**config.mk**
```make
export PLATFORM = sky130hd
export DESIGN_NAME = seven_segment_number_formatter
export DESIGN_NICKNAME = d
export VERILOG_FILES = /design/src/design/ssnf_pkg.sv /design/src/design/ssnf_div.sv /design/src/design/ssnf_fifo.sv /design/src/design/ssnf_front.sv /design/src/design/ssnf_back.sv /design/src/design/seven_segment_number_formatter.sv
export SDC_FILE = /design/constraint.sdc
export NUM_CORES = 1
export LEC_CHECK = 0
export BUFFER_PORTS_ARGS = -buffer_cell sky130_fd_sc_hd__buf_2
export CORE_ASPECT_RATIO = 0.8
export CORE_MARGIN = 2
export CORE_UTILIZATION = 48
export DETAILED_ROUTE_END_ITERATION = 12
export PLACE_DENSITY_LB_ADDON = 0.25
export SETUP_SLACK_MARGIN = 0.4
export SYNTH_ARGS = -nofsm -noshare
export SYNTH_HDL_FRONTEND = slang
export SYNTH_SLANG_ARGS = --single-unit
```
**constraint.sdc**
```tcl
create_clock -name clk -period 9.73 [get_ports clk]
set_input_delay 1.946 -clock clk [delete_from_list [all_inputs] [get_ports clk]]
set_output_delay 1.946 -clock clk [all_outputs]
set_load 0.05 [all_outputs]
```
**src/design/ssnf_pkg.sv**
```systemverilog
package ssnf_pkg;

	localparam int DIGIT_COUNT_DEF = 8;
	// Wide enough for print position plus field width plus a sign digit.
	localparam int CNT_W = 6;

	localparam logic [7:0] SEG_MINUS = 8'h40;
	localparam logic [7:0] SEG_BLANK = 8'h00;
	localparam logic [7:0] DOT_BIT = 8'h80;

	typedef enum logic [1:0] {
		ACT_PRINT_U = 2'd0,
		ACT_PRINT_S = 2'd1,
		ACT_DOTS    = 2'd2,
		ACT_RAW     = 2'd3
	} action_t;

	typedef struct packed {
		action_t     action;
		logic [31:0] value_bits;
		logic [4:0]  radix;
		logic [3:0]  field_digits;
		logic [3:0]  pad_digits;
		logic [2:0]  digit_index;
		logic [7:0]  segment_bits;
		logic [7:0]  new_dot_mask;
	} in_t;

	typedef struct packed {
		logic [3:0] reg_address;
		logic [7:0] reg_data;
		logic       last_write;
	} out_t;

	// Classified command as it waits in the queue.
	typedef struct packed {
		action_t     act;
		logic [31:0] mag;
		logic        neg;
		logic [4:0]  radix;
		logic [3:0]  field;
		logic [3:0]  pad;
		logic [2:0]  pos;
		logic [2:0]  index;
		logic [7:0]  seg;
		logic [7:0]  dots;
	} cmd_t;

	function automatic logic [7:0] glyph(input logic [3:0] d);
		logic [7:0] g;
		unique case (d)
			4'h0: g = 8'h3F;
			4'h1: g = 8'h06;
			4'h2: g = 8'h5B;
			4'h3: g = 8'h4F;
			4'h4: g = 8'h66;
			4'h5: g = 8'h6D;
			4'h6: g = 8'h7D;
			4'h7: g = 8'h07;
			4'h8: g = 8'h7F;
			4'h9: g = 8'h6F;
			4'hA: g = 8'h77;
			4'hB: g = 8'h7C;
			4'hC: g = 8'h39;
			4'hD: g = 8'h5E;
			4'hE: g = 8'h79;
			default: g = 8'h71;
		endcase
		return g;
	endfunction

endpackage

```
**src/design/ssnf_div.sv**
```systemverilog
module ssnf_div (
	input  logic        clk,
	input  logic        arst_n,
	input  logic        start,
	input  logic [31:0] dividend,
	input  logic [4:0]  divisor,
	output logic        busy,
	output logic        done,
	output logic [31:0] quot,
	output logic [3:0]  rem
);
	logic [31:0] work_q;
	logic [4:0]  dvs_q;
	logic [3:0]  rem_q;
	logic [1:0]  cnt_q;
	logic        busy_q;
	logic        done_q;
	logic [3:0]  r_nxt;
	logic [7:0]  qbits;

	// Restoring division, eight quotient bits per cycle.
	always_comb begin
		logic [4:0] r5;
		logic [3:0] r;
		r = rem_q;
		qbits = '0;
		for (int k = 0; k < 8; k++) begin
			r5 = {r, work_q[31 - k]};
			if (r5 >= dvs_q) begin
				r5 = r5 - dvs_q;
				qbits[7 - k] = 1'b1;
			end
			r = r5[3:0];
		end
		r_nxt = r;
	end

	always_ff @(posedge clk or negedge arst_n) begin
		if (!arst_n) begin
			busy_q <= 1'b0;
			done_q <= 1'b0;
			cnt_q <= '0;
		end else if (start) begin
			busy_q <= 1'b1;
			done_q <= 1'b0;
			cnt_q <= '0;
		end else if (busy_q) begin
			cnt_q <= cnt_q + 2'd1;
			if (cnt_q == 2'd3) begin
				busy_q <= 1'b0;
				done_q <= 1'b1;
			end
		end else begin
			done_q <= 1'b0;
		end
	end

	always_ff @(posedge clk) begin
		if (start) begin
			work_q <= dividend;
			dvs_q <= divisor;
			rem_q <= '0;
		end else if (busy_q) begin
			work_q <= {work_q[23:0], qbits};
			rem_q <= r_nxt;
		end
	end

	assign busy = busy_q;
	assign done = done_q;
	assign quot = work_q;
	assign rem = rem_q;
endmodule

```
**src/design/ssnf_fifo.sv**
```systemverilog
module ssnf_fifo (
	input  logic           clk,
	input  logic           arst_n,
	input  logic           push,
	input  ssnf_pkg::cmd_t push_data,
	output logic           full,
	input  logic           pop,
	output logic           head_valid,
	output ssnf_pkg::cmd_t head
);
	import ssnf_pkg::*;

	cmd_t       mem_q [2];
	logic       wr_q;
	logic       rd_q;
	logic [1:0] cnt_q;

	always_ff @(posedge clk or negedge arst_n) begin
		if (!arst_n) begin
			wr_q <= 1'b0;
			rd_q <= 1'b0;
			cnt_q <= '0;
		end else begin
			if (push)
				wr_q <= ~wr_q;
			if (pop)
				rd_q <= ~rd_q;
			cnt_q <= cnt_q + {1'b0, push} - {1'b0, pop};
		end
	end

	always_ff @(posedge clk) begin
		if (push)
			mem_q[wr_q] <= push_data;
	end

	assign full = cnt_q == 2'd2;
	assign head_valid = cnt_q != 2'd0;
	assign head = mem_q[rd_q];

	a_no_overrun: assert property (@(posedge clk) disable iff (!arst_n)
		push |-> !full) else $error("queue written while full");
	a_no_underrun: assert property (@(posedge clk) disable iff (!arst_n)
		pop |-> head_valid) else $error("queue read while empty");
	a_count_range: assert property (@(posedge clk) disable iff (!arst_n)
		cnt_q != 2'd3) else $error("queue count out of range");
endmodule

```
**src/design/ssnf_front.sv**
```systemverilog
module ssnf_front (
	input  logic           clk,
	input  logic           arst_n,
	input  logic           in_valid,
	output logic           in_ready,
	input  ssnf_pkg::in_t  in_data,
	input  logic [2:0]     print_pos,
	output logic           push,
	output ssnf_pkg::cmd_t push_data,
	input  logic           full
);
	import ssnf_pkg::*;

	cmd_t cmd_s1;
	logic vld_s1;
	cmd_t cls;

	always_comb begin
		cls.act = in_data.action;
		cls.neg = (in_data.action == ACT_PRINT_S) && in_data.value_bits[31];
		cls.mag = cls.neg ? (32'd0 - in_data.value_bits) : in_data.value_bits;
		if (in_data.radix < 5'd2)
			cls.radix = 5'd2;
		else if (in_data.radix > 5'd16)
			cls.radix = 5'd16;
		else
			cls.radix = in_data.radix;
		cls.field = in_data.field_digits;
		cls.pad = (in_data.action == ACT_PRINT_S) ? 4'd1 : in_data.pad_digits;
		cls.pos = print_pos;
		cls.index = in_data.digit_index;
		cls.seg = in_data.segment_bits;
		cls.dots = in_data.new_dot_mask;
	end

	assign push = vld_s1 && !full;
	assign in_ready = !vld_s1 || !full;
	assign push_data = cmd_s1;

	always_ff @(posedge clk or negedge arst_n) begin
		if (!arst_n)
			vld_s1 <= 1'b0;
		else if (in_ready)
			vld_s1 <= in_valid;
	end

	always_ff @(posedge clk) begin
		if (in_ready && in_valid)
			cmd_s1 <= cls;
	end
endmodule

```
**src/design/ssnf_back.sv**
```systemverilog
module ssnf_back #(
	parameter int DIGIT_COUNT = ssnf_pkg::DIGIT_COUNT_DEF
) (
	input  logic           clk,
	input  logic           arst_n,
	input  logic           head_valid,
	input  ssnf_pkg::cmd_t head,
	output logic           pop,
	output logic           out_valid,
	input  logic           out_ready,
	output ssnf_pkg::out_t out_data
);
	import ssnf_pkg::*;

	localparam int PW = (DIGIT_COUNT > 1) ? $clog2(DIGIT_COUNT) : 1;
	localparam logic [CNT_W-1:0] DC_C = CNT_W'(DIGIT_COUNT);

	typedef enum logic [5:0] {
		S_IDLE    = 6'b000001,
		S_DIV     = 6'b000010,
		S_PLAN    = 6'b000100,
		S_WRITE   = 6'b001000,
		S_EXTRA   = 6'b010000,
		S_REFRESH = 6'b100000
	} state_t;

	state_t           state_q;
	cmd_t             cmd_q;
	logic [7:0]       store_q [DIGIT_COUNT];
	logic [3:0]       rem_q [DIGIT_COUNT];
	logic [7:0]       dot_mask_q;
	logic [3:0]       step_q;
	logic [CNT_W-1:0] cnt_q;
	logic [CNT_W-1:0] zcnt_q;
	logic [3:0]       lim_q;
	logic             ovf_q;
	logic             has_extra_q;
	logic [CNT_W-1:0] extra_pos_q;
	logic [7:0]       extra_seg_q;
	logic             out_valid_q;
	out_t             out_q;

	logic             div_start;
	logic             div_busy;
	logic             div_done;
	logic [31:0]      div_quot;
	logic [3:0]       div_rem;
	logic [31:0]      div_dividend;
	logic [4:0]       div_divisor;
	logic             div_more;

	logic             can_emit;
	logic             emit_fire;
	logic [CNT_W-1:0] wr_pos;
	logic [7:0]       wr_seg;
	logic             wr_last;
	logic [CNT_W-1:0] addr_full;
	logic [CNT_W-1:0] step_w;
	logic [CNT_W-1:0] n_w;
	logic             ovf_w;
	logic [CNT_W-1:0] room_w;
	logic [CNT_W-1:0] field_w;
	logic [3:0]       lim_w;

	ssnf_div u_div (
		.clk      (clk),
		.arst_n   (arst_n),
		.start    (div_start),
		.dividend (div_dividend),
		.divisor  (div_divisor),
		.busy     (div_busy),
		.done     (div_done),
		.quot     (div_quot),
		.rem      (div_rem)
	);

	assign pop = (state_q == S_IDLE) && head_valid;
	assign div_more = (div_quot != 32'd0) && (CNT_W'(step_q) != DC_C - CNT_W'(1));
	assign div_start = (pop && (head.act == ACT_PRINT_U || head.act == ACT_PRINT_S))
		|| (state_q == S_DIV && div_done && div_more);
	assign div_dividend = (state_q == S_IDLE) ? head.mag : div_quot;
	assign div_divisor = (state_q == S_IDLE) ? head.radix : cmd_q.radix;

	assign step_w = CNT_W'(step_q);
	assign field_w = CNT_W'(cmd_q.field);
	assign n_w = cnt_q + CNT_W'(cmd_q.act == ACT_PRINT_S);
	assign ovf_w = (n_w > field_w) || (CNT_W'(cmd_q.pos) + n_w > DC_C);
	assign room_w = DC_C - CNT_W'(cmd_q.pos);
	assign lim_w = (field_w < room_w) ? cmd_q.field : room_w[3:0];

	always_comb begin
		wr_pos = step_w;
		wr_seg = store_q[step_q[PW-1:0]];
		wr_last = step_w == DC_C - CNT_W'(1);
		unique case (state_q)
			S_WRITE: begin
				wr_pos = CNT_W'(cmd_q.pos) + step_w;
				wr_last = (step_q == lim_q - 4'd1) && !has_extra_q;
				if (ovf_q)
					wr_seg = SEG_MINUS;
				else if (step_w >= zcnt_q && step_q >= cmd_q.pad)
					wr_seg = SEG_BLANK;
				else if (step_w < cnt_q)
					wr_seg = glyph(rem_q[step_q[PW-1:0]]);
				else
					wr_seg = glyph(4'd0);
			end
			S_EXTRA: begin
				wr_pos = extra_pos_q;
				wr_seg = extra_seg_q;
				wr_last = 1'b1;
			end
			default: begin
			end
		endcase
	end

	assign can_emit = !out_valid_q || out_ready;
	assign emit_fire = can_emit
		&& (state_q == S_WRITE || state_q == S_EXTRA || state_q == S_REFRESH);
	assign addr_full = DC_C - CNT_W'(1) - wr_pos;

	always_ff @(posedge clk or negedge arst_n) begin
		if (!arst_n) begin
			state_q <= S_IDLE;
			out_valid_q <= 1'b0;
			dot_mask_q <= '0;
			step_q <= '0;
			for (int k = 0; k < DIGIT_COUNT; k++)
				store_q[k] <= '0;
		end else begin
			if (emit_fire)
				out_valid_q <= 1'b1;
			else if (out_ready)
				out_valid_q <= 1'b0;
			if (emit_fire && state_q != S_REFRESH)
				store_q[wr_pos[PW-1:0]] <= wr_seg;

			unique case (state_q)
				S_IDLE: begin
					step_q <= '0;
					if (head_valid) begin
						unique case (head.act)
							ACT_PRINT_U, ACT_PRINT_S: state_q <= S_DIV;
							ACT_DOTS: begin
								dot_mask_q <= head.dots;
								state_q <= S_REFRESH;
							end
							default: begin
								if (CNT_W'(head.index) < DC_C)
									state_q <= S_EXTRA;
							end
						endcase
					end
				end
				S_DIV: begin
					if (div_done) begin
						if (div_more)
							step_q <= step_q + 4'd1;
						else
							state_q <= S_PLAN;
					end
				end
				S_PLAN: begin
					step_q <= '0;
					if (lim_w == 4'd0)
						state_q <= S_IDLE;
					else
						state_q <= S_WRITE;
				end
				S_WRITE: begin
					if (emit_fire) begin
						step_q <= step_q + 4'd1;
						if (wr_last)
							state_q <= S_IDLE;
						else if (step_q == lim_q - 4'd1)
							state_q <= S_EXTRA;
					end
				end
				S_EXTRA: begin
					if (emit_fire)
						state_q <= S_IDLE;
				end
				S_REFRESH: begin
					if (emit_fire) begin
						step_q <= step_q + 4'd1;
						if (wr_last)
							state_q <= S_IDLE;
					end
				end
				default: state_q <= S_IDLE;
			endcase
		end
	end

	always_ff @(posedge clk) begin
		if (pop) begin
			cmd_q <= head;
			extra_pos_q <= CNT_W'(head.index);
			extra_seg_q <= head.seg;
			has_extra_q <= 1'b1;
		end
		if (state_q == S_DIV && div_done) begin
			rem_q[step_q[PW-1:0]] <= div_rem;
			if (!div_more) begin
				cnt_q <= step_w + CNT_W'(1) + CNT_W'(div_quot != 32'd0);
				zcnt_q <= (cmd_q.mag == 32'd0) ? '0
					: step_w + CNT_W'(1) + CNT_W'(div_quot != 32'd0);
			end
		end
		if (state_q == S_PLAN) begin
			ovf_q <= ovf_w;
			lim_q <= lim_w;
			// Unless the print overflows, a negative print ends with its minus, a positive one blanks the sign slot.
			if (cmd_q.act == ACT_PRINT_S && !ovf_w) begin
				if (cmd_q.neg) begin
					extra_pos_q <= CNT_W'(cmd_q.pos) + n_w - CNT_W'(1);
					extra_seg_q <= SEG_MINUS;
					has_extra_q <= 1'b1;
				end else begin
					extra_pos_q <= CNT_W'(cmd_q.pos) + field_w;
					extra_seg_q <= SEG_BLANK;
					has_extra_q <= CNT_W'(cmd_q.pos) + field_w < DC_C;
				end
			end else begin
				has_extra_q <= 1'b0;
			end
		end
		if (emit_fire) begin
			out_q.reg_address <= {addr_full[2:0], 1'b0};
			out_q.reg_data <= wr_seg
				| ((wr_pos < CNT_W'(8) && dot_mask_q[wr_pos[2:0]]) ? DOT_BIT : 8'h00);
			out_q.last_write <= wr_last;
		end
	end

	assign out_valid = out_valid_q;
	assign out_data = out_q;

	a_pos_on_display: assert property (@(posedge clk) disable iff (!arst_n)
		emit_fire |-> wr_pos < DC_C) else $error("write to a digit off the display");
	a_div_idle_start: assert property (@(posedge clk) disable iff (!arst_n)
		div_start |-> !div_busy) else $error("divider restarted while busy");
	a_count_range: assert property (@(posedge clk) disable iff (!arst_n)
		state_q == S_PLAN |-> cnt_q >= CNT_W'(1) && cnt_q <= DC_C + CNT_W'(1))
		else $error("digit count out of range");
	a_no_pop_busy: assert property (@(posedge clk) disable iff (!arst_n)
		pop |=> state_q != S_IDLE || $past(head.act) == ACT_RAW)
		else $error("command taken without work");
endmodule

```
**src/design/seven_segment_number_formatter.sv**
```systemverilog
// Formats numbers for a seven-segment display and emits driver register writes, one
// transaction per digit, the final one marked by last_write. A print takes one radix
// division per counted digit in a single iterative divider, at most DIGIT_COUNT of them,
// then up to DIGIT_COUNT + 1 register writes. A dot refresh writes all DIGIT_COUNT digits,
// a raw segment write one. A two-entry command queue lets new transactions be taken while
// writes drain. The user must write print_position through cfg_we and cfg_wdata only
// while idle; the block itself does not enforce this.
module seven_segment_number_formatter #(
	parameter int DIGIT_COUNT = ssnf_pkg::DIGIT_COUNT_DEF
) (
	input  logic           clk,
	input  logic           arst_n,
	input  logic           in_valid,
	output logic           in_ready,
	input  ssnf_pkg::in_t  in_data,
	output logic           out_valid,
	input  logic           out_ready,
	output ssnf_pkg::out_t out_data,
	input  logic           cfg_we,
	input  logic [2:0]     cfg_wdata
);
	import ssnf_pkg::*;

	logic [2:0] print_pos_q;
	logic       push;
	cmd_t       push_data;
	logic       full;
	logic       pop;
	logic       head_valid;
	cmd_t       head;

	always_ff @(posedge clk or negedge arst_n) begin
		if (!arst_n)
			print_pos_q <= '0;
		else if (cfg_we && CNT_W'(cfg_wdata) < CNT_W'(DIGIT_COUNT))
			print_pos_q <= cfg_wdata;
	end

	ssnf_front u_front (
		.clk       (clk),
		.arst_n    (arst_n),
		.in_valid  (in_valid),
		.in_ready  (in_ready),
		.in_data   (in_data),
		.print_pos (print_pos_q),
		.push      (push),
		.push_data (push_data),
		.full      (full)
	);

	ssnf_fifo u_fifo (
		.clk        (clk),
		.arst_n     (arst_n),
		.push       (push),
		.push_data  (push_data),
		.full       (full),
		.pop        (pop),
		.head_valid (head_valid),
		.head       (head)
	);

	ssnf_back #(.DIGIT_COUNT(DIGIT_COUNT)) u_back (
		.clk        (clk),
		.arst_n     (arst_n),
		.head_valid (head_valid),
		.head       (head),
		.pop        (pop),
		.out_valid  (out_valid),
		.out_ready  (out_ready),
		.out_data   (out_data)
	);
endmodule
```
==> impl_metrics.ini <==
[setup_path]
regToRegEndpoint = u_back.u_div.rem[2]
critPathKind = register to register
reg2reg_from = u_back.u_div.dvs_q[0]
slowest_stage = fa_1
critical_path.startpoint_type = register
rrSetupSlack_ns = 0.23
critPathRequiredTime_ns = 10.16
ff2ff_path_depth = 45
critPathCapture = u_back.u_div.rem[2]
crit_fanout = 8
cp.arrival_ns = 9.93
startpoint = u_back.u_div.dvs_q[0]
cpMostUsedCell = a21o_1
cp_slowest_stage_delay_ns = 0.52
critPathCaptureType = register

[sta]
drv_slew = 0
fin_crit_sh = 0.9759
min_period_ns = 9.495
fmax_mhz = 105.3
tightestPinTransition_ns = 1.133
fin_tns_setup_ns = 0
final.setup.worst_slack_ns = 0.2346
clock_skew_ns = 0.02444
finalHoldViolCount = 0
setup_viol = 0
slew_headroom = 0.2444
rsz0062_at_grt = true

[floorplan]
die_w_microns = 245.8
core_area_sq_um = 45980
dieArea_sq_um = 48540
row_count = 70
io_pins = 89
die_y_microns = 197.5
start_util = 0.4884

[clocking]
clk_latency_ns = 0.59
cts_root_buf = clkbuf_16
htree_levels = 2
cts_made_buffers = 47
hold_buffers = 0
cts.sinks = 473
cts_tree = built
cts_max_path_buffers = 3
clk_pin_slew_ns = 0.07

[placed_design]
io_buffers = 87
dp_cells = 2346
place_congestion = 0.8927
hpwlAfterDp_microns = 32340
dp_slack_ns = -0.2069

[synthesis]
synth_flop_cell = edfxtp_1
netlist_area_sq_um = 22460
netlist_instances = 1683
async_reset_ff_frac = 0.2008
yosysWarnings = 0
ys_types = 102
ys_ff_latch = 473
syn_avg_cell_area_sq_um = 13.34
ys_seq_area_frac = 0.6034
synth_edf_count = 360

[global_route]
globalRouteOverflowTotal = 0
grt_usage = 0.1972
grt_max_degree = 72
grt_pass1_vias = 13550
grt_antenna_before_repair = 0
grt_pass1_wl_microns = 74820

[min_path]
min_from = u_front.push_data[19]
hold_class = register to register

[final_layout]
fillers = 3673
fin_nets = 1990
drive_above_1_share = 0.2452
n_antenna_cell = 0
post-route-util = 0.5628
final_cells = 2468
area_growth_pct = 15.25

[route]
wire_per_inst_microns = 19.32
viasPerCell = 5.580
drt_iter0_drc = 1199
wl_microns = 47690
ant_nets = 0
dr.pass1.iters = 5
vias = 13770
drc_errors = 0

[outcome]
run_status = finished clean

[run]
cap_violations = 0
## area by class of cell
cell class | instances | area, sq um | area share
inverters | 89 | 340.3 | 0.01315
clock buffers | 61 | 1279 | 0.04941
well taps | 612 | 765.7 | 0.02959
multi-input cells | 1061 | 8758 | 0.3384
repair buffers | 145 | 880.8 | 0.03404
flip-flops and latches | 473 | 13550 | 0.5238
clock inverters | 27 | 300.3 | 0.01160
## worst min path at each step
stage / to / depth (start not counted)
3_5_place_dp: u_fifo.mem_q[0][19] / 0
3_3_place_gp: u_fifo.mem_q[0][49] / 0
2_1_floorplan: u_front.push_data[19] / 0
4_1_cts: u_fifo.mem_q[0][19] / 0
5_1_grt: u_fifo.mem_q[0][24] / 0
6_report: u_fifo.mem_q[0][19] / 0
## sequential cells by signal, summed over array words and instances (netlist names), 3 cells and up
register	cells
u_back.rem_q	32
u_back.u_div.rem	4
u_back.out_data	12
u_front.push_data	70
u_back.cnt_q	6
u_back.extra_pos_q	6
u_back.step_q	4
u_back.cmd_q	51
print_pos_q	3
u_back.state_q	6
u_fifo.mem_q	140
u_back.store_q	64
u_back.u_div.quot	32
u_back.zcnt_q	6
u_back.u_div.dvs_q	5
u_back.lim_q	4
u_back.extra_seg_q	8
u_back.dot_mask_q	8
## synthesized netlist by cell type, types with 22 or more instances
library cell | number | area [sq um]
edfxtp_1 | 360 | 10810
mux2_2 | 117 | 1318
nor2_1 | 114 | 427.9
a21oi_1 | 112 | 560.5
dfrtp_1 | 94 | 2352
ha_1 | 88 | 1101
inv_1 | 86 | 322.8
nand2_1 | 77 | 289.0
o21ai_0 | 48 | 240.2
xnor2_1 | 47 | 411.6
mux2i_1 | 39 | 390.4
xor2_1 | 30 | 262.8
a21o_1 | 29 | 217.7
buf_2 | 28 | 140.1
nor3_1 | 27 | 135.1
nand2b_1 | 23 | 143.9
nor4_1 | 22 | 137.6
## per-stage QoR
stage,area (sq um),hold slack [ns]
floorplan,22650,0.4211
global placement,23740,0.4231
detailed placement,23740,0.4302
CTS,25550,0.4410
global route,25880,0.4518
finish,25880,0.4353
## cell families (layout without fill, tap and decap cells)
group / after synthesis / count (layout) / synth area share
buffers and inverters: 151 / 322 / 0.02886
adders and majority gates: 99 / 99 / 0.05884
DFF: 473 / 473 / 0.6034
other: 1 / 3 / 0.0001670
xor gates and xnor gates: 77 / 77 / 0.03003
and+or+nand+nor: 387 / 387 / 0.08976
AOI/OAI and AO/OA: 316 / 316 / 0.09417
muxes: 179 / 179 / 0.09478
## placed cells by master (no fill, tap or decap), drive strengths merged, types with 10 or more instances in the layout
cell type,Yosys,routed
edfxtp,360,360
buf,42,145
mux2,128,128
nor2,116,116
a21oi,113,113
dfrtp,94,94
inv,89,90
ha,88,88
nand2,78,78
o21ai,70,70
clkbuf,20,61
xnor2,47,47
mux2i,40,40
xor2,30,30
a21o,29,29
nor3,29,29
nor4,25,25
nand2b,23,23
nand3,21,21
clkinv,0,19
dfxtp,18,18
and3,17,17
nor2b,16,16
nor3b,14,14
and2,14,14
a211oi,13,13
mux4,11,11
fa,11,11
a221oi,10,10
## critical path, delay by kind of cell (launching register included)
| kind | cells | cell delay, ns |
|---|---|---|
| compound gates | 24 | 4.50 |
| fa+ha+maj | 8 | 2.37 |
| simple gates | 8 | 1.14 |
| mux | 2 | 0.68 |
| flops | 1 | 0.44 |
| buf+inv | 3 | 0.22 |
## timing repair
| action | CTS | global route |
|---|---|---|
| setup buffers | 17 | 17 |
| setup endpoints to repair | 5 | 5 |
| cloned | 0 | 0 |
| gates resized for setup | 19 | 40 |
| pin swaps | 22 | 46 |
## layer usage
layer  up-vias  track usage  part of all wire
li1       6527            -                 -
met1      6838       0.3013              0.49
met2       333       0.2923              0.44
met3        74      0.03029             0.050
met4         0      0.05410             0.018
met5         -            0                 0
Power is not shown: default switching activity piles up to over one toggle a cycle in this logic, so the estimate is an artifact.
